### config.mk
export PLATFORM = sky130hd
export DESIGN_NAME = rbsi_div_step
export DESIGN_NICKNAME = d
export VERILOG_FILES = /design/src/hdl/rbsi_pkg.sv /design/src/hdl/rbsi_div_step.sv
export SDC_FILE = /design/constraint.sdc
export NUM_CORES = 1
export LEC_CHECK = 0
export ABC_AREA = 1
export ABC_CLOCK_PERIOD_IN_PS = 3470
export BUFFER_PORTS_ARGS = -buffer_cell sky130_fd_sc_hd__buf_2
export CORE_AREA = 10 10 621 623
export DETAILED_ROUTE_END_ITERATION = 6
export DIE_AREA = 0 0 631 633
export SYNTH_ARGS = -nofsm -noshare
export SYNTH_HDL_FRONTEND = slang
export SYNTH_SLANG_ARGS = --single-unit
### constraint.sdc
create_clock -name clock -period 3.47 [get_ports clock]
set_clock_uncertainty 0.05 [all_clocks]
set_input_delay 0.694 -clock clock [delete_from_list [all_inputs] [get_ports clock]]
set_output_delay 0.694 -clock clock [all_outputs]
set_load 0.05 [all_outputs]
### src/hdl/rbsi_pkg.sv
// rbsi_pkg: shared widths, constants and pipeline item types for the ray/box slab test
// no dependencies
package rbsi_pkg;

   localparam int CoordBits = 32;
   localparam int FracBits  = 16;
   localparam int QuoBits   = CoordBits + 1;
   localparam int NumAxes   = 3;
   localparam int NumLanes  = 2 * NumAxes;
   localparam int NumFields = 4 * NumAxes;
   localparam int InBits    = NumFields * CoordBits;
   localparam int OutBits   = 2 * CoordBits;
   localparam int HeadBits  = FracBits - 1;
   localparam int TailBits  = CoordBits - HeadBits;

   localparam logic [CoordBits-1:0] TMax   = {1'b0, {(CoordBits-1){1'b1}}};
   localparam logic [QuoBits-1:0]   SatMag = QuoBits'(1) << (CoordBits - 1);

   typedef struct packed {
      logic [CoordBits-1:0] den;
      logic [CoordBits-1:0] rem;
      logic [QuoBits-1:0]   dvd;
      logic [QuoBits-1:0]   quo;
      logic                 neg;
      logic                 ovf;
   } lane_type;

   typedef struct packed {
      lane_type [NumLanes-1:0] lane;
      logic [NumAxes-1:0]      skip;
   } div_item_type;

endpackage

### src/hdl/rbsi_div_step.sv
// rbsi_div_step: one restoring division step for all six slab lanes, registered
// depends on rbsi_pkg
module rbsi_div_step
   import rbsi_pkg::*;
(
   input  logic         clock,
   input  logic         reset,
   input  logic         en,
   input  logic         in_valid,
   input  div_item_type in_item,
   output logic         out_valid,
   output div_item_type out_item
);

   logic         vld_ff;
   div_item_type item_ff, item_in;

   always_comb begin
      logic [CoordBits-1:0] shifted;
      logic                 take;
      item_in = in_item;
      for (int l = 0; l < NumLanes; l++) begin
         shifted = {in_item.lane[l].rem[CoordBits-2:0], in_item.lane[l].dvd[QuoBits-1]};
         take    = (shifted >= in_item.lane[l].den);
         item_in.lane[l].rem = take ? shifted - in_item.lane[l].den : shifted;
         item_in.lane[l].dvd = {in_item.lane[l].dvd[QuoBits-2:0], 1'b0};
         item_in.lane[l].quo = {in_item.lane[l].quo[QuoBits-2:0], take};
      end
   end

   always_ff @(posedge clock) begin
      if (reset) begin
         vld_ff <= 1'b0;
      end else if (en) begin
         vld_ff <= in_valid;
      end
   end

   always_ff @(posedge clock) begin
      if (en) begin
         item_ff <= item_in;
      end
   end

   assign out_valid = vld_ff;
   assign out_item  = item_ff;

endmodule

==> metrics.txt, run 1 <==
status=completed; Max Root-Sink Buffers=4; CP Data Required Time=4.02 ns; Critical Path Sink Type=register; routability cong.=0.9941; worst hold margin=0.08076 ns; Post-Synthesis Cell Area=0.04230 mm²; # DRC=0; Rows=225; H-tree depth=3; overall power=0.03398 W; Core Footprint=between 0.3 and 0.4 mm²; setup TNS=0 ns; fin. max-slew vios=0; f_max=344.1 MHz; internal power=0.02077 W; area leader, netlist=edfxtp_1; pin count of the biggest net entering global routing=77; Avg Vias per Cell=3.496; total track usage=0.1650; top cell type's share of synthesized area=0.5601; die area=0.3994 mm²; DRT iter0 DRCs=3,407; worst path arrival time=3.46 ns; FILL cells=42,460; Initial Utilization=0.1132; first-pass GRT wire length=432,400 µm; final wirelength=between 300,000 and 400,000 µm; Syn Area/Cell=8.839 µm²; RSZ-0062 raised after global routing=false; max cap viols=0; crit-path max FO=5; Yosys reg bits=between 700 and 800; Period minus WS final=2.906 ns; max_slew headroom=0.6046; Seq/Total Area, Yosys=0.5605; global route total overflow=0; first drt pass iteration count=6; via count=between 40,000 and 50,000; Clk pwr share=0.339; initial antenna violation count=263; Sw Share=0.3889; Gate power share=0.302; Lkg Pwr=31.63 nW; # IOs=1,595; clk sink count=790; PostCTS Resize Cnt=0; CTS root buf=clkbuf_16; vias in the first global route=41,200; nets@finish=8,060; CTS Buf Count=105; kind of critical path=in -> reg; area growth from synthesis to layout=56.09%; Power Density=514.6 mW/mm²; Final Hold Fails=0; Flop pwr share=0.358; sw power=0.01321 W; post-CTS setup buffers=0; share of layout cells above drive strength 1=0.2653; Mapped Cells=4,786; CTS tree=yes; dpl cells=11,410; commonest non-fill, non-tap cell in the layout=nand2_1; Peak VDD IR=0.0004342 V; IO buf count=1,576; Routed Antenna Nets=0; Chip Height=633 µm; Slew @ Worst Pin=0.5972 ns; nature of the critical path startpoint=input pin; Post-Layout Cell Count=about 12,000; Synth cell types=30; most frequent cells in the layout=nand2_1, buf_2, inv_1; DR WL/cell=28.57 µm; worst hold path class=in -> reg; DP HPWL=roughly 310,000 µm; Final Cycle Share=0.8376; Yosys warnings=0; final setup violating endpoints=0; Clk pin slew, worst setup/hold paths=0.06 ns; Area contributors post-synth=edfxtp_1, nand2_1, inv_1; Die Width=631 µm; clock latency on the worst-skew pair=0.83 ns
==> worst max-delay path: stages <==
cell and delay (ns):
dlygate4sd3_1 0.70, buf_2 0.24, inv_1 0.05, ha_1 0.39
nand2_1 0.15, nor2_1 0.19, inv_1 0.10, nor3_1 0.35
nand3_1 0.16, nand3_1 0.10, nand2_1 0.05, nand3_1 0.18
nand2_1 0.10
==> metrics by stage <==
step / utilization / area (µm²) / worst slack, ns
2_1_floorplan: - / 42320 / 0.9171
3_3_place_gp: 0.1524 / 56980 / 0.3153
3_5_place_dp: 0.1524 / 56980 / 0.3011
4_1_cts: 0.1764 / 65930 / 0.6389
5_1_grt: 0.1765 / 65970 / 0.4155
6_report: 0.1766 / 66030 / 0.5637
==> per-layer routing <==
metal,track usage,wire length (µm),vias to the layer above,part of all wire
li1,-,-,19660,-
met1,0.1924,136500,20150,0.39
met2,0.2766,160800,2081,0.46
met3,0.07287,38450,626,0.11
met4,0.04142,11800,62,0.034
met5,0,390,-,0.0011
==> layout make-up <==
type                            instances  area, µm²  area share
Sequential cell                       790      23710      0.3591
Multi-Input combinational cell       2978      14480      0.2192
Timing Repair Buffer                 2207      14280      0.2163
Tap cell                             4994       6248     0.09462
Inverter                              981       3695     0.05595
Clock buffer                          120       2705     0.04096
Clock inverter                         68      813.3     0.01232
Antenna cell                           41      102.6    0.001554
==> state kept, by name, summed over array words and instances (netlist names) <==
signal / flops
out_valid: 1
out_item: 789
==> Yosys cell counts (all sizes together) <==
library cell and count:
and2 18, conb 1, xor2 84, inv 981
ha 192, dfxtp 1, fa 6, or2 12
buf 42, mux2i 1, o21ai 18, o21bai 24
nand3 261, nor2 271, a21oi 108, nand2 1884
nand4 36, edfxtp 789, nand3b 21, nor3 36
==> path summary, 6_finish.rpt <==
path,from,endpoint,slack (ns),depth (start not counted)
worst max-delay path,in_item[125],out_item[94]$_DFFE_PP_,0.56,13
worst min-delay path,in_item[672],out_item[673]$_DFFE_PP_,0.08,1
worst min register to register,out_valid$_SDFFE_PP0P_,out_valid$_SDFFE_PP0P_,0.47,2
worst max register to register,out_valid$_SDFFE_PP0P_,out_valid$_SDFFE_PP0P_,2.80,2
==> kinds of logic (layout without fill, tap and decap cells) <==
group,after synthesis,count (layout),synth area share
flip-flops,790,790,0.5605
adder cells (fa/ha/maj),198,198,0.05963
buffers and inverters,1023,3376,0.09772
multiplexers,1,1,0.0002366
AND/OR/NAND/NOR,2539,2539,0.2450
XOR/XNOR,84,84,0.01739
AO/OA/AOI/OAI,150,150,0.01943
other,1,47,0.00008864
==> what timing repair did <==
item | CTS | global route
endpoints found under the hold margin | 543 | 0
setup endpoints to repair | 0 | 0
hold buffers | 543 | 0
==> power by group through the flow <==
stage / clock network, W / registers, W / logic, W
floorplan: 0 / 0.0152 / 0.00258
global placement: 0 / 0.0124 / 0.00973
CTS: 0.0120 / 0.0122 / 0.0104
global route: 0.0122 / 0.0123 / 0.0110
detailed placement: 0 / 0.0124 / 0.00973
finish: 0.0115 / 0.0122 / 0.0103
Note: power is estimated with default switching activity, not from simulation.
==> run 2, diff against run 1 <==
--- a/config.mk
+++ b/config.mk
@@ -6,7 +6,7 @@
 export NUM_CORES = 1
 export LEC_CHECK = 0
 export ABC_AREA = 1
-export ABC_CLOCK_PERIOD_IN_PS = 3470
+export ABC_CLOCK_PERIOD_IN_PS = 2900
 export BUFFER_PORTS_ARGS = -buffer_cell sky130_fd_sc_hd__buf_2
 export CORE_AREA = 10 10 621 623
 export DETAILED_ROUTE_END_ITERATION = 6
==> constraint.sdc (replaced) <==
create_clock -name clock -period 2.9 [get_ports clock]
set_clock_uncertainty 0.05 [all_clocks]
set_input_delay 0.58 -clock clock [delete_from_list [all_inputs] [get_ports clock]]
set_output_delay 0.58 -clock clock [all_outputs]
set_load 0.05 [all_outputs]
==> run 2 against run 1 <==
Global-route usage hardly changed. Core utilization is 0.78 points higher. Count of clock-buffer cells in the layout is 8 higher. Cell count is 2.6% higher.
==> metrics.txt, run 2 (synthesis results as in run 1) <==
status=completed (unchanged); clock latency on the worst-skew pair=0.85 ns (was 0.83 ns); most frequent cells in the layout=nand2_1, buf_2, inv_1 (unchanged); DR WL/cell=27.79 µm (was 28.57 µm); start point of the critical path=in_item[513] (was in_item[125]); global route total overflow=0 (unchanged); pre-CTS setup slack=-0.07436 ns (was 0.3011 ns); Max Root-Sink Buffers=4 (unchanged); Rows=225 (unchanged); Avg Vias per Cell=3.503 (was 3.496); fin. max-slew vios=0 (unchanged); Slew @ Worst Pin=0.6515 ns (was 0.5972 ns); first-pass GRT wire length=434,200 µm (was 432,400 µm); Post-Layout Cell Count=12,500 (was 12,180); crit path cell chain=dlygate4sd3_1 -> buf_2 -> inv_1 -> ha_1 -> nand2_2 -> inv_1 -> nand2_1 -> nand2_1 -> a21oi_1 -> nand3_1 -> nand2_1 -> nand2_4 -> inv_4 -> nand2_1 -> nand2_1 (was dlygate4sd3_1 -> buf_2 -> inv_1 -> ha_1 -> nand2_1 -> nor2_1 -> inv_1 -> nor3_1 -> nand3_1 -> nand3_1 -> nand2_1 -> nand3_1 -> nand2_1); via count=43,790 (was 42,570); Final Hold Fails=0 (unchanged); clk sink count=790 (unchanged); Routed Antenna Nets=0 (unchanged); R2R depth=3 (was 2); DP HPWL=308,600 µm (was 310,700 µm); most used cell, CP=nand2_1; Chip Height=633 µm (unchanged); Max stage delay cell, worst path=dlygate4sd3_1 (unchanged); setup TNS=0 ns (unchanged); post-CTS setup buffers=0 (unchanged); met2 WL=158,000 µm (was 160,800 µm); Hold Path Depth=3 (was 1); RSZ-0062 raised after global routing=false (unchanged); final wirelength=347,300 µm (was 348,000 µm); kind of critical path=in -> reg (unchanged); met3 routed WL=39,720 µm (was 38,450 µm); DR top layer=met5 (unchanged); # IOs=1,595 (unchanged); overall power=0.04156 W (was 0.03398 W); total track usage=0.1650 (about the same); H-tree depth=3 (unchanged); CP Data Required Time=3.50 ns (was 4.02 ns); CTS root buf=clkbuf_16 (unchanged); dpl cells=11,500 (was 11,410); hold path endpoint=out_item[472]$_DFFE_PP_ (was out_item[673]$_DFFE_PP_); final setup violating endpoints=0 (unchanged); Crit path buffers/inverters=5 (was 4); Peak VDD IR=0.0004897 V (was 0.0004342 V); CTS tree=yes (unchanged); initial antenna violation count=271 (was 263); r2r setup slk=1.71 ns (was 2.80 ns); Clk pin slew, worst setup/hold paths=0.05 ns (was 0.06 ns); IO buf count=1,576 (unchanged); DRT iter0 DRCs=3,220 (was 3,407); # DRC=0 (unchanged); Core Footprint=0.3739 mm² (unchanged); CP max stage delay=0.84 ns (was 0.70 ns); Period minus WS final=approximately 2.7 ns; Lkg Pwr=33.05 nW (was 31.63 nW); nets@finish=8,361 (was 8,060); routability cong.=1.004 (was 0.9941); worst r2r src=out_valid$_SDFFE_PP0P_ (unchanged); worst path arrival time=3.34 ns (was 3.46 ns); Finished Core Util=0.1845 (was 0.1766); worst hold path class=in -> reg (unchanged); pin count of the biggest net entering global routing=95 (was 77); min-delay src=in_item[471] (was in_item[672]); vias in the first global route=42,740 (was 41,200); register area=0.02371 mm² (unchanged); nature of the critical path startpoint=input pin (unchanged); Power Density=602.7 mW/mm² (was 514.6 mW/mm²); max cap viols=0 (unchanged); Final Cycle Share=0.9449; number of flip-flops under the largest register name=789 (unchanged); Die Width=631 µm (unchanged); CTS Buf Count=111 (was 105); die area=0.3994 mm² (unchanged); Critical Path Sink Type=register (unchanged); f_max=364.9 MHz; area growth from synthesis to layout=63.02% (was 56.09%); share of layout cells above drive strength 1=0.2683 (was 0.2653); RR Endpoint=out_valid$_SDFFE_PP0P_ (unchanged); FILL cells=42,080 (was 42,460); crit-path max FO=30 (was 5); first drt pass iteration count=5 (was 6); area of the multi-input gates=0.01448 mm² (unchanged); commonest non-fill, non-tap cell in the layout=nand2_1 (unchanged); final worst setup slack=0.1598 ns (was 0.5637 ns); cell family with most CP delay=buffers and inverters (was simple AND/OR/NAND/NOR gates); met1 wire length=135,000 µm (was 136,500 µm); max_slew headroom=0.5657 (was 0.6046); Initial Utilization=0.1132 (unchanged)
## run 2: cell types whose count changed in the layout (fill, tap and decap cells not counted), sizes merged, moves of 2 or more
cell	previous run	this run
buf	1664	1761
dlygate4sd3	543	737
inv	992	998
diode	41	56
clkbuf	120	128
dlymetal6s4s	0	4
clkinvlp	7	5
## run 2: per-stage QoR
stage / instance area, µm² / hold WS, ns
2_1_floorplan: 42320 / 0.6024
3_3_place_gp: 57730 / 0.4259
3_5_place_dp: 57730 / 0.4437
4_1_cts: 68810 / 0.003046
5_1_grt: 68870 / 0.02670
6_report: 68960 / 0.07514
## run 2: cell type report
cell class              instances  area share
repair buffers               2502      0.2469
flip-flops and latches        790      0.3438
clock inverters                71     0.01192
well taps                    4994     0.09061
clock buffers                 128     0.04120
diodes                         56    0.002032
inverters                     981     0.05358
multi-input cells            2978      0.2099
## run 2: power by group
group / switching, W / internal (W) / total, W
Sequential: 0.000548 / 0.0139 / 0.0144
Clock: 0.00601 / 0.00823 / 0.0142
Combinational: 0.00957 / 0.00332 / 0.0129
Total: 0.0161 / 0.0254 / 0.0416
## run 2: how the worst max path moves through the flow
stage | to | slack, ns | cells past startpoint
finish | out_item[478]$_DFFE_PP_ | 0.16 | 15
CTS | out_item[478]$_DFFE_PP_ | 0.08 | 15
floorplan | out_item[762]$_DFFE_PP_ | 0.46 | 16
detailed placement | out_item[490]$_DFFE_PP_ | -0.07 | 16
global route | out_item[469]$_DFFE_PP_ | 0.004 | 15
global placement | out_item[491]$_DFFE_PP_ | -0.09 | 16
## run 2: per-layer routing
metal / track usage / vias up
met4: 0.04951 / 36
met2: 0.2725 / 2178
met1: 0.1908 / 20630
met3: 0.07574 / 659
met5: 0 / -
li1: - / 20290
## run 2: worst min-delay path, delay by kind of cell
family	cells	cell delay, ns
buf+inv	1	0.11
simple gates	2	0.10
## run 2: what timing repair did
| item | CTS | global route |
|---|---|---|
| endpoints found under the hold margin | 740 | 0 |
| hold buffers | 741 | 0 |
| gates resized for setup | 0 | 4 |
| setup endpoints to repair | 0 | 23 |
