### src/hdl/rbsi_pkg.sv
// rbsi_pkg: shared widths, constants and pipeline item types for the ray/box slab test
// no dependencies
package rbsi_pkg;

   localparam int CoordBits = 32;
   localparam int FracBits  = 16;
   localparam int QuoBits   = CoordBits + 1;
   localparam int NumAxes   = 3;
   localparam int NumLanes  = 2 * NumAxes;
   localparam int NumFields = 4 * NumAxes;
   localparam int InBits    = NumFields * CoordBits;
   localparam int OutBits   = 2 * CoordBits;
   localparam int HeadBits  = FracBits - 1;
   localparam int TailBits  = CoordBits - HeadBits;

   localparam logic [CoordBits-1:0] TMax   = {1'b0, {(CoordBits-1){1'b1}}};
   localparam logic [QuoBits-1:0]   SatMag = QuoBits'(1) << (CoordBits - 1);

   typedef struct packed {
      logic [CoordBits-1:0] den;
      logic [CoordBits-1:0] rem;
      logic [QuoBits-1:0]   dvd;
      logic [QuoBits-1:0]   quo;
      logic                 neg;
      logic                 ovf;
   } lane_type;

   typedef struct packed {
      lane_type [NumLanes-1:0] lane;
      logic [NumAxes-1:0]      skip;
   } div_item_type;

endpackage

### src/hdl/rbsi_reduce.sv
// rbsi_reduce: saturation, per-axis min/max, near/far reduction and hit output register
// depends on rbsi_pkg
module rbsi_reduce
   import rbsi_pkg::*;
(
   input  logic                 clock,
   input  logic                 reset,
   input  logic                 en,
   input  logic                 in_valid,
   input  div_item_type         in_item,
   output logic                 out_valid,
   output logic                 hit,
   output logic [CoordBits-2:0] t_near,
   output logic [CoordBits-1:0] t_far
);

   logic signed [CoordBits-1:0] k_ff [NumLanes];
   logic signed [CoordBits-1:0] k_in [NumLanes];
   logic [NumAxes-1:0]          skip_ff;
   logic signed [CoordBits-1:0] kmin_ff [NumAxes];
   logic signed [CoordBits-1:0] kmin_in [NumAxes];
   logic signed [CoordBits-1:0] kmax_ff [NumAxes];
   logic signed [CoordBits-1:0] kmax_in [NumAxes];
   logic signed [CoordBits-1:0] near_ff, near_in, far_ff, far_in;
   logic signed [CoordBits-1:0] onear_ff, ofar_ff;
   logic                        hit_ff, hit_in;
   logic                        vld1_ff, vld2_ff, vld3_ff, vld4_ff;

   // saturate quotient and apply sign
   always_comb begin
      logic [QuoBits-1:0] mag;
      logic [QuoBits-1:0] mneg;
      for (int l = 0; l < NumLanes; l++) begin
         mag  = (in_item.lane[l].ovf || in_item.lane[l].quo > SatMag) ? SatMag
                                                                     : in_item.lane[l].quo;
         mneg = '0 - mag;
         if (in_item.lane[l].neg) begin
            k_in[l] = $signed(mneg[CoordBits-1:0]);
         end else if (mag == SatMag) begin
            k_in[l] = $signed(TMax);
         end else begin
            k_in[l] = $signed(mag[CoordBits-1:0]);
         end
      end
   end

   always_comb begin
      for (int a = 0; a < NumAxes; a++) begin
         if (skip_ff[a]) begin
            kmin_in[a] = '0;
            kmax_in[a] = $signed(TMax);
         end else if (k_ff[a] < k_ff[a+NumAxes]) begin
            kmin_in[a] = k_ff[a];
            kmax_in[a] = k_ff[a+NumAxes];
         end else begin
            kmin_in[a] = k_ff[a+NumAxes];
            kmax_in[a] = k_ff[a];
         end
      end
   end

   always_comb begin
      near_in = '0;
      far_in  = $signed(TMax);
      for (int a = 0; a < NumAxes; a++) begin
         if (kmin_ff[a] > near_in) begin
            near_in = kmin_ff[a];
         end
         if (kmax_ff[a] < far_in) begin
            far_in = kmax_ff[a];
         end
      end
      hit_in = (far_ff > 0) && (near_ff < far_ff);
   end

   always_ff @(posedge clock) begin
      if (reset) begin
         vld1_ff <= 1'b0;
         vld2_ff <= 1'b0;
         vld3_ff <= 1'b0;
         vld4_ff <= 1'b0;
      end else if (en) begin
         vld1_ff <= in_valid;
         vld2_ff <= vld1_ff;
         vld3_ff <= vld2_ff;
         vld4_ff <= vld3_ff;
      end
   end

   always_ff @(posedge clock) begin
      if (en) begin
         k_ff     <= k_in;
         skip_ff  <= in_item.skip;
         kmin_ff  <= kmin_in;
         kmax_ff  <= kmax_in;
         near_ff  <= near_in;
         far_ff   <= far_in;
         onear_ff <= near_ff;
         ofar_ff  <= far_ff;
         hit_ff   <= hit_in;
      end
   end

   assign out_valid = vld4_ff;
   assign hit       = hit_ff;
   assign t_near    = onear_ff[CoordBits-2:0];
   assign t_far     = ofar_ff;

endmodule

### config.mk
export PLATFORM = sky130hd
export DESIGN_NAME = rbsi_reduce
export DESIGN_NICKNAME = d
export VERILOG_FILES = /design/src/hdl/rbsi_pkg.sv /design/src/hdl/rbsi_reduce.sv
export SDC_FILE = /design/constraint.sdc
export NUM_CORES = 1
export LEC_CHECK = 0
export ABC_AREA = 1
export BUFFER_PORTS_ARGS = -buffer_cell sky130_fd_sc_hd__buf_2
export CORE_ASPECT_RATIO = 0.9
export CORE_MARGIN = 8
export CORE_UTILIZATION = 30
export CTS_CLUSTER_DIAMETER = 80
export DETAILED_ROUTE_END_ITERATION = 6
export GPL_TIMING_DRIVEN = 1
export PLACE_DENSITY = 0.59
export SYNTH_ARGS = -nofsm -noshare
export SYNTH_HDL_FRONTEND = slang
export SYNTH_SLANG_ARGS = --single-unit
### constraint.sdc
create_clock -name clock -period 13.4 [get_ports clock]
set_input_delay 2.68 -clock clock [delete_from_list [all_inputs] [get_ports clock]]
set_output_delay 2.68 -clock clock [all_outputs]
set_load 0.02 [all_outputs]
==> results of run 1 <==
## path summary, 6_finish.rpt
check        slack, ns  depth (start not counted)        start    endpoint
min reg2reg       0.45                          0   far_ff[11]   t_far[11]
max               4.83                         30  kmin_ff[68]  near_ff[8]
max reg2reg       4.83                         30  kmin_ff[68]  near_ff[8]
min               0.45                          0   far_ff[11]   t_far[11]
## sequential cells by signal, summed over array words and instances (netlist names), 3 cells and up
name,count
far_ff,32
k_ff,192
kmax_ff,96
kmin_ff,96
near_ff,32
onear_ff,31
skip_ff,3
t_far,32
## layout make-up
| class | count | share of cell area, % |
|---|---|---|
| multi-input combinational | 2817 | 40.56 |
| timing repair buffer | 297 | 4.059 |
| clock inverter | 43 | 1.323 |
| tap | 1487 | 4.775 |
| antenna | 7 | 0.04496 |
| sequential | 519 | 39.89 |
| clock buffer | 67 | 3.921 |
| inverter | 563 | 5.424 |
## critical path, delay by kind of cell (launching register included)
| kind | cells | cell delay (ns) |
|---|---|---|
| buffers and inverters | 5 | 1.31 |
| AO/OA/AOI/OAI | 7 | 2.05 |
| flip-flops | 1 | 0.42 |
| adder cells (fa/ha/maj) | 2 | 0.49 |
| AND/OR/NAND/NOR | 16 | 3.98 |
## per-stage QoR
step / setup WS [ns] / cells
finish: 4.830 / 5800
global route: 4.129 / 5798
CTS: 4.980 / 5792
detailed placement: 5.062 / 5682
global placement: 5.079 / 5682
floorplan: 7.993 / 4047
## where the power goes
part	switching, W	total (W)	internal [W]
clock	0.000698	0.00170	0.000999
combinational	0.00144	0.00215	0.000710
sequential	0.000315	0.00257	0.00225
## placed cells by master, fill, tap and decap left out, types with 12 or more instances in the layout
| master | instances |
|---|---|
| a21oi_1 | 187 |
| nor3_1 | 64 |
| nand2_1 | 869 |
| buf_4 | 13 |
| edfxtp_1 | 515 |
| o21ai_0 | 201 |
| clkinv_2 | 14 |
| nand3_1 | 268 |
| o21a_1 | 20 |
| buf_2 | 280 |
| nor2_2 | 17 |
| nor2_1 | 414 |
| xor2_1 | 26 |
| nor4_1 | 39 |
| inv_2 | 21 |
| a211oi_1 | 69 |
| o211a_1 | 31 |
| nand4_1 | 66 |
| clkbuf_16 | 60 |
| inv_1 | 539 |
| o21ai_1 | 12 |
| nand3b_1 | 21 |
| or2_2 | 27 |
| o211ai_1 | 111 |
| ha_1 | 256 |
## layer usage
metal	vias to the layer above	wire length [µm]	GRT usage (%)
met5	-	124	0
met2	804	48140	26.36
li1	14360	-	-
met4	22	4023	5.787
met3	157	6902	3.170
met1	13310	50600	23.56
## cell families (layout without fill, tap and decap cells)
family	after synthesis	in the layout	share of synthesized area [%]
XOR/XNOR	31	31	0.8166
adder cells (fa/ha/maj)	256	256	9.375
other	1	8	0.01098
AND/OR/NAND/NOR	1839	1839	23.45
AO/OA/AOI/OAI	688	688	12.51
buffers and inverters	711	970	8.280
multiplexers	2	2	0.06225
flip-flops	519	519	45.50
==> results.txt, run 1 <==
Distinct cells, synth: 65
CTS tree: yes
RSZ-0062 raised after global routing: false
PortBufs: 281
final hold violation count: 0
main flop type after synthesis: edfxtp_1
synthesis-to-layout area growth: 14.04%
core area: 113,000 µm²
synth cell count leaders: nand2_1 (869), inv_1 (539), edfxtp_1 (515)
Die Area: 125,000 µm²
worst hold slack: 0.4534 ns
Final Cell Area: 38,960 µm²
sequential element share of the synthesized area: 45.50%
worst-path fanout max: 62
fillers: 11,690
initial antenna violation count: 22
vias in the first global route: 26,610
gpl congestion: 0.8941
Syn Inst Count: 4,047
Num CTS Buffers: 59
Post-DP Area: 36,880 µm²
crit path launch type: flip-flop
utilization after layout: 34.48%
leading post-synthesis cells by cell area: edfxtp_1 (45%), nand2_1 (9.5%), ha_1 (9.4%), inv_1 (5.9%), nor2_1 (4.5%)
dpl hpwl: 89.37 mm
via count: 28,650
Clock Latency Late Sink: 0.64 ns
CP Capture Type: flip-flop
syn_nets: 5,102
post_cts resized: 0
pin count of the biggest net entering global routing: 186
Final Cycle Share: 63.96%
final setup TNS: 0 ns
register area: 15,540 µm²
Initial Util: 30.23%
Die Span Y: 336.2 µm
Async SR Flop Fraction: 0%
Arr. time, crit path: 8.92 ns
Max Fclk: 116.7 MHz
critical path's largest stage delay: 0.60 ns
WL final: 109.8 mm
aggregate global routing overflow: 0
clock slew at reported path FFs: 0.06 ns
final net count: 5,312
minimum clock period after layout: 8.570 ns
Worst-Margin Slew: 1.334 ns
most numerous cell in the Yosys netlist: nand2_1
worst-case clock skew: 0.03782 ns
Yosys top cell area share: 45.26%
CP Class: flip-flop to flip-flop
Yosys reg bits: 519
TritonRoute pass-1 iters: 6
Tot Pwr: 0.006410 W
EDFF count, synth: 515
most frequent CP cell: nand2_1
Tot GR Track Use: 16.93%
WP data required: 13.75 ns
Via density: 4.940
layout cells sized above 1: 11.43%
Final ANT Viol Nets: 0
Setup violations, final: 0
Post-route DRC: 0
Slew Viols, Final: 0
area occupied by multi-input gates: 15,800 µm²
# rows: 117
Detailed Route Iter0 Violations: 2,495
Max VDD drop: 0.0001015 V
synthesized area: 34,170 µm²
synth warn: 0
clk sinks: 519
dominant cell type by area after synthesis: edfxtp_1
clock root buffer: clkbuf_16
clock buffer depth: 3
post-CTS setup buffers: 0
Die Width: 371.7 µm
Leak Pwr: 17.80 nW
outcome: complete, no violations
Synth Area per Inst: 8.442 µm²
worst hold path class: flip-flop to flip-flop
routed length per instance: 18.93 µm
CP max stage cell: a2111oi_0
Post-CTS Hold Buffers: 0
H-Tree Level Count: 2
first-pass GRT wire length: 162.3 mm
Pwr Density: 164.5 nW/µm²
# IOs: 864
MaxCap Viol Count: 0
Slew Limit Headroom: 10.82%
Power figures use the tool's default switching activity.
==> run 2, diff against run 1 <==
--- a/config.mk
+++ b/config.mk
@@ -13,7 +13,7 @@
 export CTS_CLUSTER_DIAMETER = 80
 export DETAILED_ROUTE_END_ITERATION = 6
 export GPL_TIMING_DRIVEN = 1
-export PLACE_DENSITY = 0.59
+export PLACE_DENSITY = 0.61
 export SYNTH_ARGS = -nofsm -noshare
 export SYNTH_HDL_FRONTEND = slang
 export SYNTH_SLANG_ARGS = --single-unit
==> constraint.sdc (replaced) <==
create_clock -name clock -period 7.5 [get_ports clock]
set_input_delay 1.5 -clock clock [delete_from_list [all_inputs] [get_ports clock]]
set_output_delay 1.5 -clock clock [all_outputs]
set_load 0.02 [all_outputs]
==> results.txt, run 2 (same netlist as run 1, synthesis figures left out) <==
outcome: complete, but fails checks
failing checks: design-rule violations
aggregate global routing overflow: 0 (unchanged)
synthesis-to-layout area growth: 14.66%
pin count of the biggest net entering global routing: 176 (-5.4%)
worst hold path class: flip-flop to flip-flop
Arr. time, crit path: 7.28 ns (-1.64 ns)
minimum clock period after layout: 6.910 ns (-1.660 ns)
most frequent CP cell: nand2_1
Initial Util: 30.23% (unchanged)
Detailed Route Iter0 Violations: 2,552 (+2.3%)
Post-DP Area: 37,090 µm² (+0.58%)
initial antenna violation count: 26 (+18%)
final hold violation count: 0 (unchanged)
Hold Path Cell Cnt: 0 (unchanged)
Pwr Density: 295.0 nW/µm² (+79%)
PortBufs: 281 (unchanged)
via count: 28,800 (+0.52%)
Final ANT Viol Nets: 0 (unchanged)
Leak Pwr: 17.92 nW (+0.65%)
number of flip-flops in the largest register: 192 (unchanged)
TritonRoute pass-1 iters: 7 (+1)
commonest non-fill, non-tap cells in the layout: nand2_1 (869), inv_1 (538), edfxtp_1 (515), nor2_1 (413), buf_2 (280)
Slew Limit Headroom: 21.10% (+10 points)
Slew Viols, Final: 0 (unchanged)
hold worst-path end: onear_ff[1]
worst-path fanout max: 41 (-34%)
# IOs: 864 (unchanged)
routed length per instance: 18.86 µm (-0.35%)
gpl congestion: 0.9140 (+2.2%)
core area: 113,000 µm² (unchanged)
WP data required: 7.87 ns (-5.88 ns)
CP max stage cell: or4_1
crit path launch type: flip-flop
final net count: 5,340 (+0.53%)
worst-case clock skew: 0.03857 ns (+0.0007577 ns)
worst hold start: near_ff[1]
WL final: 109.9 mm (about the same)
first-pass GRT wire length: 162.9 mm (+0.40%)
layout cells sized above 1: 11.99% (+0.56 points)
vias in the first global route: 26,640 (+0.090%)
most common cell after layout, fill and taps aside: nand2_1
Die Area: 125,000 µm² (unchanged)
Final Cell Area: 39,180 µm² (+0.54%)
CP Class: flip-flop to flip-flop
H-Tree Level Count: 2 (unchanged)
CP Capture Type: flip-flop
dpl hpwl: 89.56 mm (+0.22%)
Num CTS Buffers: 57 (-3.4%)
CTS tree: yes
clk sinks: 519 (unchanged)
Post-route DRC: 1 (+1)
RSZ-0062 raised after global routing: false
Tot GR Track Use: 16.90% (-0.027 points)
fillers: 11,720 (+0.27%)
clock slew at reported path FFs: 0.06 ns (about the same)
Die Width: 371.7 µm (unchanged)
Worst-Margin Slew: 1.184 ns (-0.1505 ns)
Final Cycle Share: 92.14% (+28 points)
clock buffer depth: 3 (unchanged)
critical path's largest stage delay: 0.57 ns (-0.03 ns)
MaxCap Viol Count: 0 (unchanged)
worst r2r src: kmin_ff[68]
Setup violations, final: 0 (unchanged)
Via density: 4.946 (+0.11%)
Max Fclk: 144.7 MHz (+24%)
# rows: 117 (unchanged)
worst hold slack: 0.4574 ns (+0.004051 ns)
Die Span Y: 336.2 µm (unchanged)
Register-to-Register Setup Slack: 0.59 ns (-4.24 ns)
clock root buffer: clkbuf_16
Clock Latency Late Sink: 0.64 ns (about the same)
largest reg by FF count: k_ff
Max VDD drop: 0.0001866 V (+84%)
worst-case reg-to-reg path depth: 36 (+20%)
end of the worst register-to-register path: near_ff[1]
leading registers by flop count: k_ff: 192 flops, kmax_ff: 96 flops, kmin_ff: 96 flops
[run 2: worst max-delay path, delay by kind of cell (launching register included)]
kind | cells | cell delay (ns)
buffers and inverters | 7 | 1.22
AOI/OAI and AO/OA | 12 | 2.03
and+or+nand+nor | 15 | 2.38
DFF | 1 | 0.42
adders and majority gates | 2 | 0.59
[run 2: repair_timing]
item	4_1_cts	5_1_grt
hold buffers	0	0
resized for setup	2	18
endpoints found under the setup margin	20	32
pin swaps	0	1
buffers inserted	0	4
[run 2: final cells by class]
class,count,area (µm²),area share (%)
Multi-Input combinational cell,2817,15840,40.42
Clock inverter,38,515.5,1.316
Clock buffer,66,1481,3.781
Tap cell,1487,1861,4.749
Sequential cell,519,15540,39.68
Inverter,563,2117,5.404
Timing Repair Buffer,327,1803,4.602
Antenna cell,7,17.52,0.04471
[run 2: how the worst max path moves through the flow]
stage / end / depth (start not counted) / from / slack [ns]
final: near_ff[1] / 36 / kmin_ff[68] / 0.59
after global routing: near_ff[3] / 36 / kmin_ff[68] / 0.1
after CTS: near_ff[8] / 37 / kmin_ff[68] / 0.10
after detailed placement: near_ff[8] / 35 / kmin_ff[68] / -0.14
after global placement: near_ff[8] / 35 / kmin_ff[68] / -0.15
after floorplan: near_ff[10] / 34 / kmin_ff[68] / 2.09
[run 2: power by group]
part | internal, W | total (W) | switching, W
clock network | 0.00180 | 0.00300 | 0.00121
registers | 0.00402 | 0.00458 | 0.000555
logic | 0.00134 | 0.00398 | 0.00264
total | 0.00716 | 0.0116 | 0.00440
[run 2: per-layer routing]
layer	global-route usage, %	part of all wire (%)	up-vias
met2	27.34	46	772
met4	3.822	2.0	34
met1	23.49	45	13460
met3	3.108	6.6	147
met5	0	0.19	-
li1	-	-	14390
[run 2: through the flow]
step | std cells | utilization, % | setup slack [ns] | power [W] | TNS, ns
finish | 5824 | 34.67 | 0.5896 | 0.01156 | 0
global placement | 5709 | 32.82 | -0.1547 | 0.008473 | -0.8630
detailed placement | 5709 | 32.82 | -0.1415 | 0.008568 | -0.7514
floorplan | 4047 | - | 2.093 | 0.006948 | 0
CTS | 5813 | 34.59 | 0.1036 | 0.01161 | 0
global route | 5821 | 34.66 | 0.09523 | 0.01230 | 0
