<file path="src/hdl/rbsi_pkg.sv">
// rbsi_pkg: shared widths, constants and pipeline item types for the ray/box slab test
// no dependencies
package rbsi_pkg;

   localparam int CoordBits = 32;
   localparam int FracBits  = 16;
   localparam int QuoBits   = CoordBits + 1;
   localparam int NumAxes   = 3;
   localparam int NumLanes  = 2 * NumAxes;
   localparam int NumFields = 4 * NumAxes;
   localparam int InBits    = NumFields * CoordBits;
   localparam int OutBits   = 2 * CoordBits;
   localparam int HeadBits  = FracBits - 1;
   localparam int TailBits  = CoordBits - HeadBits;

   localparam logic [CoordBits-1:0] TMax   = {1'b0, {(CoordBits-1){1'b1}}};
   localparam logic [QuoBits-1:0]   SatMag = QuoBits'(1) << (CoordBits - 1);

   typedef struct packed {
      logic [CoordBits-1:0] den;
      logic [CoordBits-1:0] rem;
      logic [QuoBits-1:0]   dvd;
      logic [QuoBits-1:0]   quo;
      logic                 neg;
      logic                 ovf;
   } lane_type;

   typedef struct packed {
      lane_type [NumLanes-1:0] lane;
      logic [NumAxes-1:0]      skip;
   } div_item_type;

endpackage

</file>
<file path="src/hdl/rbsi_prep.sv">
// rbsi_prep: two stages forming slab numerators, magnitudes, signs and overflow flags
// depends on rbsi_pkg
module rbsi_prep
   import rbsi_pkg::*;
(
   input  logic              clock,
   input  logic              reset,
   input  logic              en,
   input  logic              in_valid,
   input  logic [InBits-1:0] in_data,
   output logic              out_valid,
   output div_item_type      out_item
);

   logic [CoordBits:0]   num_ff [NumLanes];
   logic [CoordBits:0]   num_in [NumLanes];
   logic [CoordBits-1:0] den_ff [NumAxes];
   logic [CoordBits-1:0] den_in [NumAxes];
   logic [NumAxes-1:0]   skip_ff, skip_in;
   logic                 vld1_ff, vld2_ff;
   div_item_type         item_ff, item_in;

   always_comb begin
      logic [CoordBits-1:0] org;
      logic [CoordBits-1:0] crn;
      for (int l = 0; l < NumLanes; l++) begin
         org = in_data[(l % NumAxes)*CoordBits +: CoordBits];
         crn = in_data[(2*NumAxes + l)*CoordBits +: CoordBits];
         num_in[l] = {crn[CoordBits-1], crn} - {org[CoordBits-1], org};
      end
      for (int a = 0; a < NumAxes; a++) begin
         den_in[a]  = in_data[(NumAxes + a)*CoordBits +: CoordBits];
         skip_in[a] = (den_in[a] == '0);
      end
   end

   always_comb begin
      logic [CoordBits:0]   nneg;
      logic [CoordBits-1:0] an;
      logic [CoordBits-1:0] ad;
      logic [CoordBits-1:0] dneg;
      for (int l = 0; l < NumLanes; l++) begin
         nneg = '0 - num_ff[l];
         dneg = '0 - den_ff[l % NumAxes];
         an   = num_ff[l][CoordBits] ? nneg[CoordBits-1:0] : num_ff[l][CoordBits-1:0];
         ad   = den_ff[l % NumAxes][CoordBits-1] ? dneg : den_ff[l % NumAxes];
         item_in.lane[l].den = ad;
         item_in.lane[l].rem = CoordBits'(an[CoordBits-1:TailBits]);
         item_in.lane[l].dvd = {an[TailBits-1:0], {FracBits{1'b0}}};
         item_in.lane[l].quo = '0;
         item_in.lane[l].neg = num_ff[l][CoordBits] ^ den_ff[l % NumAxes][CoordBits-1];
         item_in.lane[l].ovf = (CoordBits'(an[CoordBits-1:TailBits]) >= ad);
      end
      item_in.skip = skip_ff;
   end

   always_ff @(posedge clock) begin
      if (reset) begin
         vld1_ff <= 1'b0;
         vld2_ff <= 1'b0;
      end else if (en) begin
         vld1_ff <= in_valid;
         vld2_ff <= vld1_ff;
      end
   end

   always_ff @(posedge clock) begin
      if (en) begin
         num_ff  <= num_in;
         den_ff  <= den_in;
         skip_ff <= skip_in;
         item_ff <= item_in;
      end
   end

   assign out_valid = vld2_ff;
   assign out_item  = item_ff;

endmodule

</file>
<file path="config.mk">
export PLATFORM = sky130hd
export DESIGN_NAME = rbsi_prep
export DESIGN_NICKNAME = d
export VERILOG_FILES = /design/src/hdl/rbsi_pkg.sv /design/src/hdl/rbsi_prep.sv
export SDC_FILE = /design/constraint.sdc
export NUM_CORES = 1
export LEC_CHECK = 0
export BUFFER_PORTS_ARGS = -buffer_cell sky130_fd_sc_hd__buf_4
export CORE_AREA = 2 2 459 461
export CTS_BUF_LIST = sky130_fd_sc_hd__clkbuf_8
export DETAILED_ROUTE_END_ITERATION = 8
export DIE_AREA = 0 0 461 463
export GPL_ROUTABILITY_DRIVEN = 0
export PLACE_DENSITY = 0.43
export SYNTH_ARGS = -nofsm -noshare
export SYNTH_HDL_FRONTEND = slang
export SYNTH_SLANG_ARGS = --single-unit
</file>
<file path="constraint.sdc">
create_clock -name clock -period 6.4 [get_ports clock]
set_clock_uncertainty 0.05 [all_clocks]
set_input_delay 0.32 -clock clock [delete_from_list [all_inputs] [get_ports clock]]
set_output_delay 0.32 -clock clock [all_outputs]
set_load 0.02 [all_outputs]
</file>
==> results of run 1 <==
[worst min-delay path: cells and delay by family]
family | cells | cell delay, ps
adders and majority gates | 1 | 260
buffers and inverters | 1 | 160
xor gates and xnor gates | 1 | 110
[synthesized netlist by cell type, drive strengths merged (49+ instances only)]
cell    instances
edfxtp        600
buf           495
xnor2         341
ha            291
inv           233
o21ai         211
a21oi         202
nand2         182
nor2          140
a21o          119
xor2           88
o31ai          73
clkbuf         60
nand3          60
nand2b         57
or4            56
nor2b          49
nor4           49
[logic make-up (layout without fill, tap and decap cells)]
kind of cell	after synthesis	in the layout	share of synthesized area [%]
compound gates	855	855	13.7
xor+xnor	429	429	9.35
fa+ha+maj	297	297	9.36
buf+inv	788	1624	12.0
flops	602	602	44.9
mux	10	10	0.255
other cells	1	400	0.00933
simple gates	784	784	10.4
[per-stage QoR]
stage	cells	instance area [um2]	power (mW)	worst slack, ps	utilization, %
finish	7806	53300	13.6	1120	25.6
global route	7806	53300	14.4	671	25.6
CTS	7802	53300	13.8	1110	25.6
detailed placement	7216	47300	9.66	1150	22.7
global placement	7216	47300	9.64	1200	22.7
floorplan	4161	41700	8.19	1720	-
[registers in the layout, summed over array words and instances, names as in the netlist]
signal / cells
num_ff: 198
skip_ff: 3
out_valid: 1
out_item: 303
vld1_ff: 1
den_ff: 96
[layout by cell type (no fill, tap or decap), types with 45 or more instances in the layout]
| cell | Yosys | routed |
|---|---|---|
| a21o_1 | 119 | 119 |
| a21oi_1 | 202 | 202 |
| buf_4 | 492 | 801 |
| clkbuf_8 | 0 | 114 |
| conb_1 | 1 | 396 |
| dlygate4sd3_1 | 0 | 373 |
| edfxtp_1 | 600 | 600 |
| ha_1 | 291 | 291 |
| inv_1 | 233 | 266 |
| nand2_1 | 182 | 182 |
| nand2b_1 | 57 | 57 |
| nand3_1 | 59 | 59 |
| nor2_1 | 139 | 139 |
| nor2b_1 | 49 | 49 |
| nor4_1 | 48 | 48 |
| o21ai_0 | 204 | 204 |
| o31ai_1 | 71 | 71 |
| or3_1 | 45 | 45 |
| or4_1 | 52 | 52 |
| xnor2_1 | 341 | 341 |
| xor2_1 | 88 | 88 |
[power groups by stage]
stage                     Sequential [mW]  Clock [mW]  Combinational [mW]
final                                5.56        3.76                4.27
after global routing                 5.63        4.11                4.68
after CTS                            5.58        3.95                4.31
after detailed placement             5.65           0                4.01
after global placement               5.64           0                4.00
after floorplan                      5.82           0                2.37
[area by class of cell]
cell class,instances,area [um2]
clock inverter,99,641
sequential,602,18100
timing repair buffer,1178,9820
tap,2805,3510
inverter,233,875
antenna,4,10.0
clock buffer,114,1570
multi-input combinational,2771,18800
fill,22155,155000
[routing by layer]
layer,track usage [%],vias up,wire [um]
met5,0,-,0
li1,-,15182,-
met4,4.51,0,4430
met1,15.0,14976,59000
met2,21.9,1015,68900
met3,1.95,182,6920
[worst max path at each step]
stage | startpoint | endpoint | slack [ps] | depth (start not counted)
floorplan | num_ff[137] | out_item[135] | 1720 | 16
global placement | num_ff[137] | out_item[135] | 1200 | 15
detailed placement | num_ff[137] | out_item[135] | 1150 | 15
CTS | num_ff[137] | out_item[135] | 1110 | 15
global route | num_ff[137] | out_item[135] | 670 | 15
finish | num_ff[137] | out_item[135] | 1120 | 15
==> results.txt, run 1 <==
----------------------------------------------------
[STA]
  Worst Tran Pin Value ... roughly 1100 ps
  Aggregate negative setup slack ... 0 ps
  Number of hold violations in the final report ... 0
  RSZ-0062 raised after global routing ... false
  Minimum clock period after layout ... about 5300 ps
  Portion of the clock cycle consumed by the worst path in the final layout ... 82.5%
  Max Transition Viols Final ... 0
  Max transition margin ... 23.1%
  Final setup violation count ... 0
  Highest clock rate ... 189 MHz
  Worst hold slack ... 132 ps

[Global routing]
  First-pass GRT wire length ... ~200000 um
  Pin count of the biggest net entering global routing ... 120
  Initial antenna violation count ... 5
  Total grt overflow ... 0
  Total GRT Usage ... about an eighth
  Via count of the first global-routing pass ... ~30000

[Worst setup path]
  CP delay by family, top ... simple AND/OR/NAND/NOR gates
  Crit path launch type ... flip-flop
  Data arrival time of the critical path ... between 5000 and 6000 ps
  Worst stage delay on the critical path ... roughly 660 ps
  Reg2Reg Launch Point ... num_ff[137]
  Endpoint type of the worst setup path ... flip-flop
  Setup slack of the most critical reg-to-reg path ... ~1100 ps
  Data required time at the worst endpoint ... between 6000 and 7000 ps
  End of the worst register-to-register path ... out_item[135]
  Peak fanout along the critical path ... 7
  R2R cell count ... 15
  Classification of the worst setup path ... flip-flop to flip-flop
  Ordered cell list for the critical path ... or4_1, or4_1, or4_1, or4_1, o41ai_1, xnor2_1, ha_1, a21oi_1, nor2b_1, a2111oi_0, nand2_1, o211ai_1, a31oi_1, o21a_1, o21a_1
  Slowest library cell on the worst path ... or4_1
  Number of buffers and inverters on the critical path ... 0
  Dominant cell type by count on the critical path ... or4_1

[Logic synthesis]
  Sequential-to-total area share from yosys stat ... between 40 and 50%
  Area share of the largest cell type after synthesis ... 44.8%
  Average instance area after synthesis ... between 10 and 15 um2
  Number of flops mapped to enable cells by yosys ... 600
  Number of warnings issued by yosys ... 0
  Main synth FF type ... edfxtp_1
  Synthesized flop and latch total ... between 600 and 700
  Syn Std Cell Area ... ~40000 um2
  Library cells used by synthesis ... 83
  Number of instances in the synthesized netlist ... ~3800
  Async SR Flop Fraction ... 0%
  Dominant cell type by area after synthesis ... edfxtp_1
  Top post-synthesis cells by area ... edfxtp_1, buf_4, ha_1, xnor2_1, o21ai_0

[CTS]
  Clock tree from TritonCTS ... yes
  Worst-case clock buffer depth ... 3
  Count of cells resized by post-cts repair ... 0
  Reg clk slew, reported paths ... 60 ps
  # clock sinks ... 602
  Number of buffers inserted during clock tree synthesis ... between 100 and 150
  Clock root buffer master ... clkbuf_8
  Clock latency on the worst-skew pair ... ~850 ps
  Post CTS Setup Buffer Count ... 0
  Number of buffers added to fix hold violations after cts ... approximately 370
  H-tree Lvls ... 3

[Worst hold path]
  Worst Hold Endpoint ... num_ff[94]
  Hold Startpoint ... in_data[316]
  Hold path cells ... 3
  Classification of the worst-slack hold path ... primary input to flip-flop

[Cells and area]
  Fraction of layout instances using a drive strength above 1 ... roughly a fifth
  Growth of design area from synthesis to finish ... 32.6%
  NumNets Final ... 5585

[Pwr]
  Static leakage ... approximately 22 nW
  Pwr per Cell Area ... approximately 260 nW/um2
  Switching power total ... about 4.7 mW
  Proportion of power drawn by the clock network ... 27.7%
  Worst IR drop on VDD ... ~0.00015 V
  P_int ... around 8.9 mW
  Share of total power in combinational logic ... around a third
  Net switching share of the total power ... about a third
  Register share of total power ... about two fifths

[Die]
  Number of placement rows ... 168
  Placeable core region ... about 210000 um2
  Starting density of the core ... 19.3%
  Die area ... about 210000 um2
  I/O pin cnt ... 1184
  Die X ... 461 um
  Die extent in y ... 463 um

[Route]
  DRC violation total after the first TritonRoute iteration ... ~2000
  First-pass iteration count of the detailed router ... 5
  Total wirelength of the detailed-routed design ... 139000 um
  Ratio of routed vias to standard cells ... roughly 4.0
  Remaining design rule violation count ... 0
  Routed vias ... ~31000
  Wirelength per Cell ... 17.8 um
  DRT antenna net count ... 0

[Placed design]
  Port-buffer cells ... 787
  Post-detail-place hpwl ... ~110000 um

[Outcome]
  Status ... finished clean

[Run]
  Number of max-capacitance violations reported ... 0

----------------------------------------------------
(Power assumes the default switching activity.)
==> run 2: changes to the inputs <==
--- a/config.mk
+++ b/config.mk
@@ -5,13 +5,14 @@
 export SDC_FILE = /design/constraint.sdc
 export NUM_CORES = 1
 export LEC_CHECK = 0
+export ABC_AREA = 1
 export BUFFER_PORTS_ARGS = -buffer_cell sky130_fd_sc_hd__buf_4
-export CORE_AREA = 2 2 459 461
+export CORE_AREA = 2 2 465 467
 export CTS_BUF_LIST = sky130_fd_sc_hd__clkbuf_8
 export DETAILED_ROUTE_END_ITERATION = 8
-export DIE_AREA = 0 0 461 463
+export DIE_AREA = 0 0 467 469
 export GPL_ROUTABILITY_DRIVEN = 0
-export PLACE_DENSITY = 0.43
+export PLACE_DENSITY = 0.44
 export SYNTH_ARGS = -nofsm -noshare
 export SYNTH_HDL_FRONTEND = slang
 export SYNTH_SLANG_ARGS = --single-unit
==> constraint.sdc (replaced) <==
create_clock -name clock -period 4.92 [get_ports clock]
set_clock_uncertainty 0.05 [all_clocks]
set_input_delay 0.246 -clock clock [delete_from_list [all_inputs] [get_ports clock]]
set_output_delay 0.246 -clock clock [all_outputs]
set_load 0.02 [all_outputs]
==> run 2 against run 1 <==
Effect of this change:
- critical path type is now primary input to flip-flop
- largest power group unchanged
- via count grew 25%
- synthesized area grew 8.7%
- count of clock-buffer cells in the layout up 3
- sequential cell count unchanged
- synthesized cell count increased by 35%
- critical endpoint is now num_ff[129]
- register-to-register slack gained 340 ps
- sequential power increased by 32%
- first-iteration DRC count is 49% higher
- worst setup slack better by 250 ps
==> results.txt, run 2 <==
----------------------------------------------------
[Outcome]
  Status ... finished clean (unchanged)

[Cells and area]
  Most common library cell in the layout ignoring fill and taps ... nand2_1 (was buf_4)
  Fraction of layout instances using a drive strength above 1 ... 17.0% (was 19.8%)
  NumNets Final ... 7098 (was 5585)
  Flip-flop count of the largest register, all copies and words added ... 303 (unchanged)
  Growth of design area from synthesis to finish ... 34.0% (was 32.6%)
  Fin area ... 58600 um2 (was 53300 um2)
  Commonest cells after routing, fill and taps aside ... nand2_1, buf_4, inv_1, edfxtp_1, dlygate4sd3_1 (was buf_4, edfxtp_1, conb_1, dlygate4sd3_1, xnor2_1)

[STA]
  Minimum clock period after layout ... between 3000 and 4000 ps
  Max transition margin ... 36.1% (was 23.1%)
  Post-route setup slack ... 1360 ps (was 1120 ps)
  Worst hold slack ... 109 ps (was 132 ps)
  Max Transition Viols Final ... 0 (unchanged)
  Worst Tran Pin Value ... 949 ps (was 1140 ps)
  RSZ-0062 raised after global routing ... false (unchanged)
  Number of hold violations in the final report ... 0 (unchanged)
  Highest clock rate ... ~280 MHz
  Aggregate negative setup slack ... 0 ps (unchanged)
  Final setup violation count ... 0 (unchanged)
  Portion of the clock cycle consumed by the worst path in the final layout ... just over 70%

[Pwr]
  Static leakage ... 26.0 nW (was 22.1 nW)
  Worst IR drop on VDD ... 0.000179 V (was 0.000149 V)
  Pwr per Cell Area ... 322 nW/um2 (was 255 nW/um2)

[Route]
  Routed vias ... 39037 (was 31355)
  Wire length on met2 ... 83900 um (was 68900 um)
  Met1 WL ... 70700 um (was 59000 um)
  Routed length on met3 ... 11300 um (was 6920 um)
  First-pass iteration count of the detailed router ... 6 (was 5)
  Remaining design rule violation count ... 0 (unchanged)
  Top routing layer used ... met4 (unchanged)
  Total wirelength of the detailed-routed design ... 175000 um (was 139000 um)
  Ratio of routed vias to standard cells ... 4.17 (was 4.02)
  DRC violation total after the first TritonRoute iteration ... 2944 (was 1974)
  Wirelength per Cell ... 18.7 um (was 17.8 um)
  DRT antenna net count ... 0 (unchanged)

[Logic synthesis]
  Sequential-to-total area share from yosys stat ... 41.3% (was 44.9%)
  Adder and majority gate portion of the synthesized area ... 8.61% (was 9.36%)
  Most frequently used cell type in the post-synthesis netlist ... nand2_1 (was edfxtp_1)
  Top post-synthesis cells by area ... edfxtp_1, buf_4, ha_1, nand2_1, xor2_1 (was edfxtp_1, buf_4, ha_1, xnor2_1, o21ai_0)
  Library cells used by synthesis ... 54 (was 83)
  Number of flops mapped to enable cells by yosys ... 600 (unchanged)
  Area share of the largest cell type after synthesis ... 41.2% (was 44.8%)
  Simple-Gate Fraction of Synth Area ... 20.2% (was 10.4%)
  Mux contribution to synthesized area ... 0% (was 0.255%)
  Synthesized flop and latch total ... 602 (unchanged)
  Main combinational cell family by area after synthesis ... simple AND/OR/NAND/NOR gates (was compound AO/OA/AOI/OAI gates)
  Complex-gate fraction of the synthesized area ... 8.80% (was 13.7%)
  Main synth FF type ... edfxtp_1 (unchanged)
  Dominant cell type by area after synthesis ... edfxtp_1 (unchanged)
  Top cells by count, synth ... nand2_1, edfxtp_1, inv_1 (was edfxtp_1, buf_4, xnor2_1)
  Xor/xnor share of the synthesized area ... 7.15% (was 9.35%)
  Syn Std Cell Area ... 43700 um2 (was 40200 um2)
  Number of instances in the synthesized netlist ... 5096 (was 3766)
  Number of warnings issued by yosys ... 0 (unchanged)
  Async SR Flop Fraction ... 0% (unchanged)
  Average instance area after synthesis ... 8.57 um2 (was 10.7 um2)

[CTS]
  Count of cells resized by post-cts repair ... 0 (unchanged)
  Clock root buffer master ... clkbuf_8 (unchanged)
  Worst-case clock buffer depth ... 3 (unchanged)
  Reg clk slew, reported paths ... 60 ps (about the same)
  Clock tree from TritonCTS ... yes (unchanged)
  # clock sinks ... 602 (unchanged)
  H-tree Lvls ... 3 (unchanged)
  Number of buffers inserted during clock tree synthesis ... 115 (was 114)
  Clock latency on the worst-skew pair ... 880 ps (was 850 ps)

[Die]
  Die area ... 219000 um2 (was 213000 um2)
  Die X ... 467 um (was 461 um)
  Placeable core region ... 214000 um2 (was 209000 um2)
  I/O pin cnt ... 1184 (unchanged)
  Number of placement rows ... 170 (was 168)
  Starting density of the core ... 20.4% (was 19.3%)
  Die extent in y ... 469 um (was 463 um)

[Worst setup path]
  CP delay by family, top ... buffers and inverters (was simple AND/OR/NAND/NOR gates)
  Number of buffers and inverters on the critical path ... 4 (was 0)
  Data required time at the worst endpoint ... 5500 ps (was 6950 ps)
  Data arrival time of the critical path ... 4130 ps (was 5830 ps)
  Setup slack of the most critical reg-to-reg path ... 1460 ps (was 1120 ps)
  Ordered cell list for the critical path ... dlygate4sd3_1, buf_4, ha_1, fa_1, o21ai_1, a21boi_1, o21ai_2, nand2_1, nand2_1, nand3_1, nand3_1, dlygate4sd3_1, nand2_1, dlygate4sd3_1 (was or4_1, or4_1, or4_1, or4_1, o41ai_1, xnor2_1, ha_1, a21oi_1, nor2b_1, a2111oi_0, nand2_1, o211ai_1, a31oi_1, o21a_1, o21a_1)
  Worst stage delay on the critical path ... 550 ps (was 660 ps)
  Crit path launch type ... primary input (was flip-flop)
  Peak fanout along the critical path ... 3 (was 7)
  Classification of the worst setup path ... primary input to flip-flop (was flip-flop to flip-flop)
  Endpoint type of the worst setup path ... flip-flop (unchanged)
  R2R cell count ... 14 (was 15)
  End of the worst register-to-register path ... out_item[267] (was out_item[135])
  Slowest library cell on the worst path ... dlygate4sd3_1 (was or4_1)
  Reg2Reg Launch Point ... num_ff[99] (was num_ff[137])

[Global routing]
  Pin count of the biggest net entering global routing ... 111 (was 120)
  Via count of the first global-routing pass ... 37464 (was 30822)
  Initial antenna violation count ... 11 (was 5)
  Total grt overflow ... 0 (unchanged)
  Total GRT Usage ... 15.1% (was 12.4%)
  First-pass GRT wire length ... 245000 um (was 198000 um)

[Placed design]
  Area of placed instances ... 51000 um2 (was 47300 um2)
  Post-detail-place hpwl ... 145000 um (was 112000 um)
  Port-buffer cells ... 787 (unchanged)
  Pre-CTS WS ... 1530 ps (was 1150 ps)

[Worst hold path]
  Worst Hold Endpoint ... num_ff[102] (was num_ff[94])
  Hold Startpoint ... in_data[67] (was in_data[316])
  Classification of the worst-slack hold path ... primary input to flip-flop (unchanged)
  Hold path cells ... 4 (was 3)

[Run]
  Number of max-capacitance violations reported ... 0 (unchanged)

----------------------------------------------------
-- run 2: cell types whose count changed after synthesis, moves of 52 or more --
cell	delta
nand2_1	+787
nor2_1	+369
inv_1	+354
xnor2_1	-253
xor2_1	+177
nand3_1	+164
a21oi_1	+107
a21o_1	-106
o31ai_1	-65
nand2b_1	-57
or4_1	-52
-- run 2: stage by stage --
stage               total power [mW]  util, %  instances
finish                          18.9     27.4       9356
global route                    20.0     27.4       9355
CTS                             19.1     27.4       9349
detailed placement              13.4     23.9       8609
global placement                13.4     23.9       8609
floorplan                       11.0        -       5491
-- run 2: logic make-up after synthesis --
family                   after synthesis
adder cells (fa/ha/maj)              297
flip-flops                           602
AND/OR/NAND/NOR                     2031
buffers and inverters               1121
XOR/XNOR                             355
other                                  1
AO/OA/AOI/OAI                        689
-- run 2: report_power, final --
| group | switching, mW | internal (mW) |
|---|---|---|
| clock | 2.44 | 2.62 |
| sequential | 0.662 | 6.67 |
| combinational | 4.05 | 2.43 |
-- run 2: worst max-delay path by stage --
stage | start | end | slack, ps | cells after the start
floorplan | num_ff[99] | out_item[267] | 2070 | 15
global placement | num_ff[34] | out_item[531] | 1590 | 19
detailed placement | num_ff[99] | out_item[267] | 1530 | 15
CTS | num_ff[34] | out_item[531] | 1480 | 19
global route | num_ff[99] | out_item[267] | 1190 | 15
finish | in_data[64] | num_ff[129] | 1360 | 14
-- run 2: repair_timing --
action	CTS	global route
endpoints found under the hold margin	368	0
hold buffers	525	0
setup buffers	0	0
-- run 2: worst register-to-register path, cell delays in order, from the launching register on --
cell	delay, ps
edfxtp_1	390
inv_1	100
ha_1	260
nand4_2	200
nor3_2	250
nand3_1	260
o31ai_1	310
xor2_1	360
ha_1	320
a21oi_1	140
o21ai_0	90
a211oi_1	250
nor2_1	80
nor2_1	90
nor2_1	50
-- run 2: layer usage --
metal  vias to the layer above  GRT usage [%]
met3                       265           2.89
met1                     18268           18.0
met2                      1617           25.7
met4                         0           7.83
li1                      18887              -
met5                         -              0
-- run 2: final cells by class --
cell class / instances / area [um2]
fillers: 22838 / 155000
multi-input cells: 3768 / 21100
flip-flops and latches: 602 / 18100
repair buffers: 1330 / 11400
well taps: 2838 / 3550
inverters: 596 / 2240
clock buffers: 117 / 1610
clock inverters: 98 / 666
diodes: 7 / 17.5
==> run 3: changes to the inputs <==
--- a/config.mk
+++ b/config.mk
@@ -12,7 +12,7 @@
 export DETAILED_ROUTE_END_ITERATION = 8
 export DIE_AREA = 0 0 467 469
 export GPL_ROUTABILITY_DRIVEN = 0
-export PLACE_DENSITY = 0.44
+export PLACE_DENSITY = 0.45
 export SYNTH_ARGS = -nofsm -noshare
 export SYNTH_HDL_FRONTEND = slang
 export SYNTH_SLANG_ARGS = --single-unit
==> constraint.sdc (replaced) <==
create_clock -name clock -period 3 [get_ports clock]
set_clock_uncertainty 0.05 [all_clocks]
set_input_delay 0.15 -clock clock [delete_from_list [all_inputs] [get_ports clock]]
set_output_delay 0.15 -clock clock [all_outputs]
set_load 0.02 [all_outputs]
==> run 3 against run 2 <==
Effect of this change:
- the flow now finishes with violations (setup timing)
- critical path depth is 4 higher
- cell count is 5.1% higher
- sequential cell count stayed put
- combinational power is 99% higher
- die area stayed put
- total power is 76% higher
- worst setup slack worse by 1400 ps
- non-clock buffer count is 486 higher
- largest cell class unchanged
==> results.txt, run 3 (synthesized netlist as in run 2, its figures left out) <==
----------------------------------------------------
[Pwr]
  Register share of total power ... 35.8% (was 38.8%)
  Switching power total ... 12.2 mW (was 7.16 mW)
  Proportion of power drawn by the clock network ... 25.3% (was 26.8%)
  Total power ... 33.2 mW (was 18.9 mW)
  Static leakage ... 28.5 nW (was 26.0 nW)
  P_int ... 21.0 mW (was 11.7 mW)
  Pwr per Cell Area ... 521 nW/um2 (was 322 nW/um2)
  Worst IR drop on VDD ... 0.000371 V (was 0.000179 V)
  Net switching share of the total power ... 36.8% (was 37.9%)
  Share of total power in combinational logic ... 38.9% (was 34.3%)

[STA]
  Worst Tran Pin Value ... 1070 ps (was 949 ps)
  Final setup violation count ... 4 (was 0)
  RSZ-0062 raised after global routing ... true (was false)
  Highest clock rate ... 327 MHz
  Post-route setup slack ... -57.3 ps (was 1360 ps)
  Max transition margin ... 28.1% (was 36.1%)
  Worst hold slack ... 110 ps (was 109 ps)
  Max Transition Viols Final ... 0 (unchanged)
  Number of hold violations in the final report ... 0 (unchanged)
  Minimum clock period after layout ... ~3100 ps
  Portion of the clock cycle consumed by the worst path in the final layout ... 102%

[Worst setup path]
  R2R cell count ... 18 (was 14)
  Worst stage delay on the critical path ... 390 ps (was 550 ps)
  Data arrival time of the critical path ... 3600 ps (was 4130 ps)
  Peak fanout along the critical path ... 3 (unchanged)
  Data required time at the worst endpoint ... 3550 ps (was 5500 ps)
  Depth of the critical timing path with buffers and inverters included ... 18 (was 14)
  Slowest library cell on the worst path ... edfxtp_1 (was dlygate4sd3_1)
  End of the worst register-to-register path ... out_item[399] (was out_item[267])
  Ordered cell list for the critical path ... inv_2, ha_4, nand4_1, nor3_4, nand2_2, nor2_2, nand2_1, nand2_2, nand2_4, xor2_2, ha_1, a21oi_1, o21ai_1, o21bai_4, a31oi_1, nor2_1, nor2_1, nor2_1 (was dlygate4sd3_1, buf_4, ha_1, fa_1, o21ai_1, a21boi_1, o21ai_2, nand2_1, nand2_1, nand3_1, nand3_1, dlygate4sd3_1, nand2_1, dlygate4sd3_1)
  Classification of the worst setup path ... flip-flop to flip-flop (was primary input to flip-flop)
  Reg2Reg Launch Point ... num_ff[66] (was num_ff[99])
  Dominant cell type by count on the critical path ... nor2_1
  Crit path launch type ... flip-flop (was primary input)
  Number of buffers and inverters on the critical path ... 1 (was 4)
  CP delay by family, top ... simple AND/OR/NAND/NOR gates (was buffers and inverters)
  Setup slack of the most critical reg-to-reg path ... -60 ps (was 1460 ps)
  Endpoint type of the worst setup path ... flip-flop (unchanged)

[CTS]
  Number of buffers inserted during clock tree synthesis ... 111 (was 115)
  # clock sinks ... 602 (unchanged)
  Clock latency on the worst-skew pair ... 850 ps (was 880 ps)
  Clock root buffer master ... clkbuf_8 (unchanged)
  Clock tree from TritonCTS ... yes (unchanged)
  Worst-case clock buffer depth ... 3 (unchanged)
  Reg clk slew, reported paths ... 60 ps (about the same)
  H-tree Lvls ... 3 (unchanged)

[Die]
  Placeable core region ... 214000 um2 (unchanged)
  I/O pin cnt ... 1184 (unchanged)
  Die area ... 219000 um2 (unchanged)
  Die X ... 467 um (unchanged)
  Number of placement rows ... 170 (unchanged)
  Starting density of the core ... 20.4% (unchanged)
  Die extent in y ... 469 um (unchanged)

[Cells and area]
  Most common library cell in the layout ignoring fill and taps ... buf_4 (was nand2_1)
  Commonest cells after routing, fill and taps aside ... buf_4, nand2_1, dlygate4sd3_1, edfxtp_1, inv_1 (was nand2_1, buf_4, inv_1, edfxtp_1, dlygate4sd3_1)
  Fin area ... 63700 um2 (was 58600 um2)
  NumNets Final ... 7580 (was 7098)
  Flip-flop count of the largest register, all copies and words added ... 303 (unchanged)
  Growth of design area from synthesis to finish ... 45.8% (was 34.0%)
  Fraction of layout instances using a drive strength above 1 ... 24.1% (was 17.0%)
  Number of fillers in the final layout ... 22526 (was 22838)
  Final core utilization ... 29.8% (was 27.4%)
  Finished Layout Cells ... 9834 (was 9356)

[Global routing]
  Total grt overflow ... 0 (unchanged)
  Total GRT Usage ... 15.4% (was 15.1%)
  Pin count of the biggest net entering global routing ... 89 (was 111)
  Via count of the first global-routing pass ... 39702 (was 37464)
  Initial antenna violation count ... 11 (unchanged)
  First-pass GRT wire length ... 252000 um (was 245000 um)

[Placed design]
  Port-buffer cells ... 787 (unchanged)
  Cells after DPL ... 8929 (was 8609)
  Area of placed instances ... 53400 um2 (was 51000 um2)
  Post-detail-place hpwl ... 145000 um (about the same)

[Worst hold path]
  Worst Hold Endpoint ... den_ff[90] (was num_ff[102])
  Classification of the worst-slack hold path ... primary input to flip-flop (unchanged)
  Hold Startpoint ... in_data[122] (was in_data[67])
  Hold path cells ... 2 (was 4)

[Route]
  Ratio of routed vias to standard cells ... 4.17 (about the same)
  DRT antenna net count ... 0 (unchanged)
  DRC violation total after the first TritonRoute iteration ... 3118 (was 2944)
  Total wirelength of the detailed-routed design ... 179000 um (was 175000 um)
  Routed vias ... 40999 (was 39037)
  Remaining design rule violation count ... 0 (unchanged)
  First-pass iteration count of the detailed router ... 8 (was 6)
  Wirelength per Cell ... 18.2 um (was 18.7 um)

[Run]
  Number of max-capacitance violations reported ... 0 (unchanged)

[Outcome]
  Status ... complete, but fails checks (was finished clean)
  Violated checks ... setup timing

----------------------------------------------------
==> run 3: layout make-up <==
class / count / area (um2) / share of cell area (%)
tap: 2838 / 3550 / 5.58
inverter: 596 / 2240 / 3.51
clock inverter: 89 / 751 / 1.18
antenna: 12 / 30.0 / 0.0471
sequential: 602 / 18100 / 28.4
multi-input combinational: 3768 / 22200 / 34.8
timing repair buffer: 1816 / 15300 / 24.0
clock buffer: 113 / 1560 / 2.44
==> run 3: through the flow <==
stage               setup TNS (ps)  setup WS [ps]
floorplan                        0            153
global placement              -767           -192
detailed placement           -1010           -251
CTS                           -203          -85.0
global route                 -1140           -231
finish                        -112          -57.3
==> run 3: worst max path at each step <==
| stage | end | from | slack (ps) |
|---|---|---|---|
| 3_5_place_dp | out_item[267] | num_ff[99] | -250 |
| 2_1_floorplan | out_item[267] | num_ff[99] | 150 |
| 4_1_cts | out_item[399] | num_ff[66] | -80 |
| 5_1_grt | out_item[531] | num_ff[33] | -230 |
| 6_report | out_item[399] | num_ff[66] | -60 |
| 3_3_place_gp | out_item[135] | num_ff[132] | -190 |
==> run 3: metal layers <==
metal  track usage, %  routed length [um]  vias up
met5                0                  12        -
met1             18.9               72900    19139
li1                 -                   -    19814
met2             26.0               84600     1773
met3             2.45               11500      271
met4             8.11               10000        2
==> run 3: power groups by stage <==
stage               clock [mW]  sequential (mW)  combinational [mW]
finish                    8.39             11.9                12.9
global route              9.10             12.0                14.0
CTS                       8.75             11.9                12.4
detailed placement           0             12.0                11.0
global placement             0             12.0                11.0
floorplan                    0             12.4                5.63
==> run 3: timing repair <==
item / CTS / global route
endpoints found under the hold margin: 448 / 0
endpoints found under the setup margin: 6 / 11
pin swaps: 96 / 109
setup buffers: 44 / 29
hold buffers: 620 / 0
gates resized for setup: 110 / 151
